==> config.mk <==
export PLATFORM = sky130hd
export DESIGN_NAME = acst_mul_bank
export DESIGN_NICKNAME = d
export VERILOG_FILES = /design/src/hdl/affine_composite_segment_tree_defines.svh /design/src/hdl/acst_pkg.sv /design/src/hdl/acst_mul_bank.sv
export SDC_FILE = /design/constraint.sdc
export NUM_CORES = 2
export LEC_CHECK = 0
export BUFFER_PORTS_ARGS = -buffer_cell sky130_fd_sc_hd__buf_4
export CAP_MARGIN = 25
export CORE_UTILIZATION = 50
export DETAILED_ROUTE_END_ITERATION = 8
export GPL_ROUTABILITY_DRIVEN = 0
export HOLD_SLACK_MARGIN = 0.08
export PLACE_DENSITY = 0.67
export SYNTH_ARGS = -nofsm -noshare
export SYNTH_HDL_FRONTEND = slang
export SYNTH_SLANG_ARGS = --single-unit
export TNS_END_PERCENT = 10
==> constraint.sdc <==
create_clock -name aclk -period 7.9 [get_ports aclk]
set_input_delay 0.395 -clock aclk [delete_from_list [all_inputs] [get_ports aclk]]
set_output_delay 0.395 -clock aclk [all_outputs]
set_load 0.05 [all_outputs]
==> src/hdl/affine_composite_segment_tree_defines.svh <==
// ----------------------------------------------------------------------------
// affine composite segment tree: assertion macros
// Shared assertion macros, clocked on aclk and held off while aresetn is low.
// ----------------------------------------------------------------------------
`ifndef AFFINE_COMPOSITE_SEGMENT_TREE_DEFINES_SVH
`define AFFINE_COMPOSITE_SEGMENT_TREE_DEFINES_SVH

`ifndef NO_ASSERTIONS

// same-cycle implication
`define ACST_ASSERT_NOW(lbl, ante, cons) \
    lbl: assert property (@(posedge aclk) disable iff (!aresetn) (ante) |-> (cons)) \
        else $error("assertion failed");

// next-cycle implication
`define ACST_ASSERT_NEXT(lbl, ante, cons) \
    lbl: assert property (@(posedge aclk) disable iff (!aresetn) (ante) |=> (cons)) \
        else $error("assertion failed");

`else

`define ACST_ASSERT_NOW(lbl, ante, cons)
`define ACST_ASSERT_NEXT(lbl, ante, cons)

`endif

`endif

==> src/hdl/acst_pkg.sv <==
// ----------------------------------------------------------------------------
// acst_pkg
// Word width, node layout and codes shared by the affine composite tree.
// ----------------------------------------------------------------------------
package acst_pkg;

    // all arithmetic wraps at this width
    localparam int WIDTH     = 32;
    localparam int MUL_LANES = 4;

    typedef logic [WIDTH-1:0] word_t;

    // one tree node: f(x) = mul * x + add
    typedef struct packed {
        word_t mul;
        word_t add;
    } node_t;

    localparam word_t WORD_ONE  = word_t'(1);
    localparam word_t WORD_ZERO = '0;

    localparam logic MODE_SET   = 1'b0;
    localparam logic MODE_QUERY = 1'b1;

endpackage

==> src/hdl/acst_mul_bank.sv <==
// ----------------------------------------------------------------------------
// acst_mul_bank
// Four registered multipliers, each keeping the low word of its product.
// ----------------------------------------------------------------------------
module acst_mul_bank
    import acst_pkg::*;
(
    input  logic  aclk,
    input  logic  en,
    input  word_t op_a [MUL_LANES],
    input  word_t op_b [MUL_LANES],
    output word_t prod [MUL_LANES]
);

    word_t prod_reg [MUL_LANES];

    for (genvar i = 0; i < MUL_LANES; i++) begin : g_lane
        logic [2*WIDTH-1:0] full;

        assign full = {{WIDTH{1'b0}}, op_a[i]} * {{WIDTH{1'b0}}, op_b[i]};

        // products hold while disabled so later states can still use them
        always_ff @(posedge aclk) begin
            if (en) begin
                prod_reg[i] <= full[WIDTH-1:0];
            end
        end

        assign prod[i] = prod_reg[i];
    end

endmodule
Word-level counts from Yosys, hierarchy flattened:

Memory sizes are Yosys's and may differ from the RTL's.
Cells that the tools add are included.

* bits in writable memories: 128
* memories: 1
* output and inout bits: 128
* bits in registers: 0

Memory list
* prod_reg: depth 4, bits a word 32, rd ports 4, clocked after Yosys merged registers in 0, write ports 4, line acst_mul_bank.sv:15 `word_t prod_reg [MUL_LANES];`

* $mul: 4
* multiplexer cells: 2

Operators with widths (number)
* $mul 32x32->32: 4
* $mux 1: 2

Longest topological paths before layout:

* depth after elaboration: 2
* mapped depth: 27
* gate-level depth less buffers: 25

Worst setup path after synthesis:

Ideal clock, no wire load.

* kind: input to register
* start: input op_a[44] (netlist name)
* end: memory prod_reg[2][31] (netlist name) (data pin)
* stages on the path: 23
* arrival time: 6639 ps
* setup slack: 1001 ps
* cells stage by stage: clkbuf_1 clkbuf_1 and2_1 fa_1 fa_1 fa_1 inv_1 fa_1 inv_1 fa_1 inv_1 fa_1 inv_1 fa_1 fa_1 ha_1 nand3_1 o31ai_1 nand2_1 a31oi_1 a31oi_1 o21ai_0 xnor2_1

RTL lines
* from (decl): line acst_mul_bank.sv:10 `input word_t op_a [MUL_LANES],`
* to (decl): line acst_mul_bank.sv:15

==> results.py <==
metrics = {
    "grt": {
        "grt_use_total_pct": 28.6,
        "antenna_found_initial": 8,
        "grt_max_degree": 53,
        "gr-total-overflow": 0,
        "grt_pass1_wl_microns": 295000,
        "grt_pass1_vias": 52729,
    },
    "sta": {
        "tns_ps": 0,
        "hold_viol": 0,
        "timing.final.crit_share_pct": 90.3,
        "period_minus_slack_ps": 7130,
        "setup_violations": 0,
        "rsz0062_at_grt": "false",
        "slew_viol_final": 0,
        "max_freq_mhz": 140,
        "worst_pin_slew_ps": 871,
        "slew_headroom_pct": 41.4,
    },
    "status": {
        "status": "completed",
    },
    "synthesis": {
        "synth-seq-cells": 128,
        "ys.flop_type": "edfxtp_1",
        "syn_area_per_cell_sq_um": 9.46,
        "synth_edf_count": 128,
        "synth_fp_nets": 9404,
        "ys.warnings.count": 0,
        "synth_cells": 7022,
        "async_flop_share_pct": 0,
        "syn_area_sq_mm": 0.0664,
        "yosysSeqAreaShare_pct": 5.79,
        "synthDistinctLibCells": 63,
    },
    "cts": {
        "htreeDepth": 4,
        "numCtsBuffers": 17,
        "post_cts_buffers": 0,
        "cts_num_sinks": 128,
        "hold_buffers": 0,
        "cts_tree": "yes",
        "root_buffer": "clkbuf_16",
        "clkSlewWorstSetupHoldPaths_ps": 80,
        "clk_path_buf_depth": 2,
        "post_cts_resized": 0,
    },
    "finish": {
        "largest_reg_flops": 128,
        "area_delta_synth_final_pct": 6.99,
        "nFillCells": 11871,
        "nets": 9496,
        "drive_gt1_share_pct": 6.58,
    },
    "flow_run": {
        "cap_violations": 0,
    },
    "worst_setup_path": {
        "critical_path_class": "in2reg",
        "worstPathMaxFanout": 30,
        "crit_required_ps": 8200,
        "path_buf_inv": 4,
        "slowest_delay_ps": 810,
        "crit_chain": "buf_4 -> and2_1 -> fa_1 -> inv_1 -> fa_1 -> fa_1 -> fa_1 -> inv_1 -> ha_1 -> ha_1 -> fa_1 -> fa_1 -> ha_1 -> and2_1 -> nand3_1 -> nor4_1 -> o21ai_1 -> o211ai_1 -> buf_4 -> a2111oi_2 -> o31ai_1 -> a21oi_1 -> xnor2_1",
        "cp_num_cells": 23,
        "crit_family": "adder cells",
        "crit_top_cell": "fa_1",
        "startpoint_type": "input port",
        "slowest_stage": "nor4_1",
        "cp_data_arrival_time_ps": 7430,
        "cp-end-kind": "flip-flop",
    },
    "die": {
        "ios": 386,
        "die_w_microns": 366,
        "fp-row-count": 133,
        "die_area_sq_mm": 0.134,
        "die_y_microns": 366,
        "start_util_pct": 50.4,
        "core_sq_mm": 0.132,
    },
    "drt": {
        "drc": 0,
        "viasPerCell": 5.33,
        "wl_per_cell_microns": 20.7,
        "ant_nets": 0,
        "num_vias": 47384,
        "routed_wl_microns": 184000,
        "drt-initial-drc-count": 2938,
        "drt_first_pass_iters": 6,
    },
    "placement": {
        "dp_hpwl_microns": 143000,
        "portBuffers": 385,
    },
    "worst_hold_path": {
        "worstHoldPathType": "in2reg",
        "holdPathStages": 2,
    },
}
==> through the flow <==
| stage | hold slack [ps] | worst slack, ps | std cells | utilization [%] | area (sq um) |
|---|---|---|---|---|---|
| floorplan | 507 | 1000 | 7022 | - | 66400 |
| global placement | 857 | 404 | 8850 | 53.5 | 70400 |
| detailed placement | 855 | 299 | 8850 | 53.5 | 70400 |
| CTS | 241 | 896 | 8882 | 54.0 | 71000 |
| global route | 294 | 502 | 8882 | 54.0 | 71000 |
| finish | 307 | 768 | 8883 | 54.0 | 71000 |
==> final timing paths <==
kind / startpoint / end / slack [ps]
max: op_b[66] / prod_reg[1][30] / 770
min: op_a[32] / prod_reg[2][0] / 310
==> layout make-up <==
| type | count | area (sq um) | share of cell area [%] |
|---|---|---|---|
| Multi-Input combinational cell | 5013 | 55500 | 78.1 |
| Inverter | 1541 | 5780 | 8.14 |
| Clock inverter | 15 | 186 | 0.262 |
| Clock buffer | 17 | 425 | 0.599 |
| Sequential cell | 128 | 3840 | 5.41 |
| Tap cell | 1755 | 2200 | 3.09 |
| Antenna cell | 1 | 2.50 | 0.00352 |
| Timing Repair Buffer | 413 | 3100 | 4.37 |
==> Yosys cell counts, drive strengths merged (4+ instances only) <==
cell | count | area [sq um]
a21oi | 85 | 437
o21bai | 14 | 105
clkbuf | 340 | 1280
nor2 | 41 | 154
xor2 | 65 | 569
o211ai | 7 | 52.6
xnor2 | 274 | 2400
edfxtp | 128 | 3840
and3 | 13 | 81.3
nor4 | 4 | 25.0
and2 | 1213 | 7590
ha | 492 | 6160
nor3 | 16 | 80.1
or3 | 4 | 30.0
a211oi | 14 | 110
o21ai | 47 | 239
a21o | 47 | 354
o21a | 27 | 203
nor2b | 7 | 43.8
nand3 | 10 | 50.1
nand2b | 11 | 68.8
fa | 1632 | 32700
nand2 | 933 | 3500
inv | 1541 | 5780
a31oi | 4 | 25.0
a221oi | 5 | 61.3
a2111oi | 4 | 66.3
==> kinds of logic after synthesis <==
| family | synth area share, % |
|---|---|
| buf+inv | 10.6 |
| fa+ha+maj | 58.5 |
| simple gates | 17.6 |
| compound gates | 2.99 |
| xor+xnor | 4.47 |
| flops | 5.79 |
==> metal layers <==
metal / wire [microns] / global-route usage (%)
met1: 71300 / 36.1
met5: 64 / 0
met4: 7590 / 11.2
met3: 14200 / 5.23
met2: 90600 / 48.8
==> layout by cell type, fill, tap and decap left out, drive strengths merged, types with 65 or more instances in the layout <==
master	count
fa	1632
and2	1213
edfxtp	128
buf	413
nand2	933
inv	1551
xor2	65
ha	492
a21oi	85
xnor2	274
Power is not shown: default switching activity piles up to over one toggle a cycle in this logic, so the estimate is an artifact.
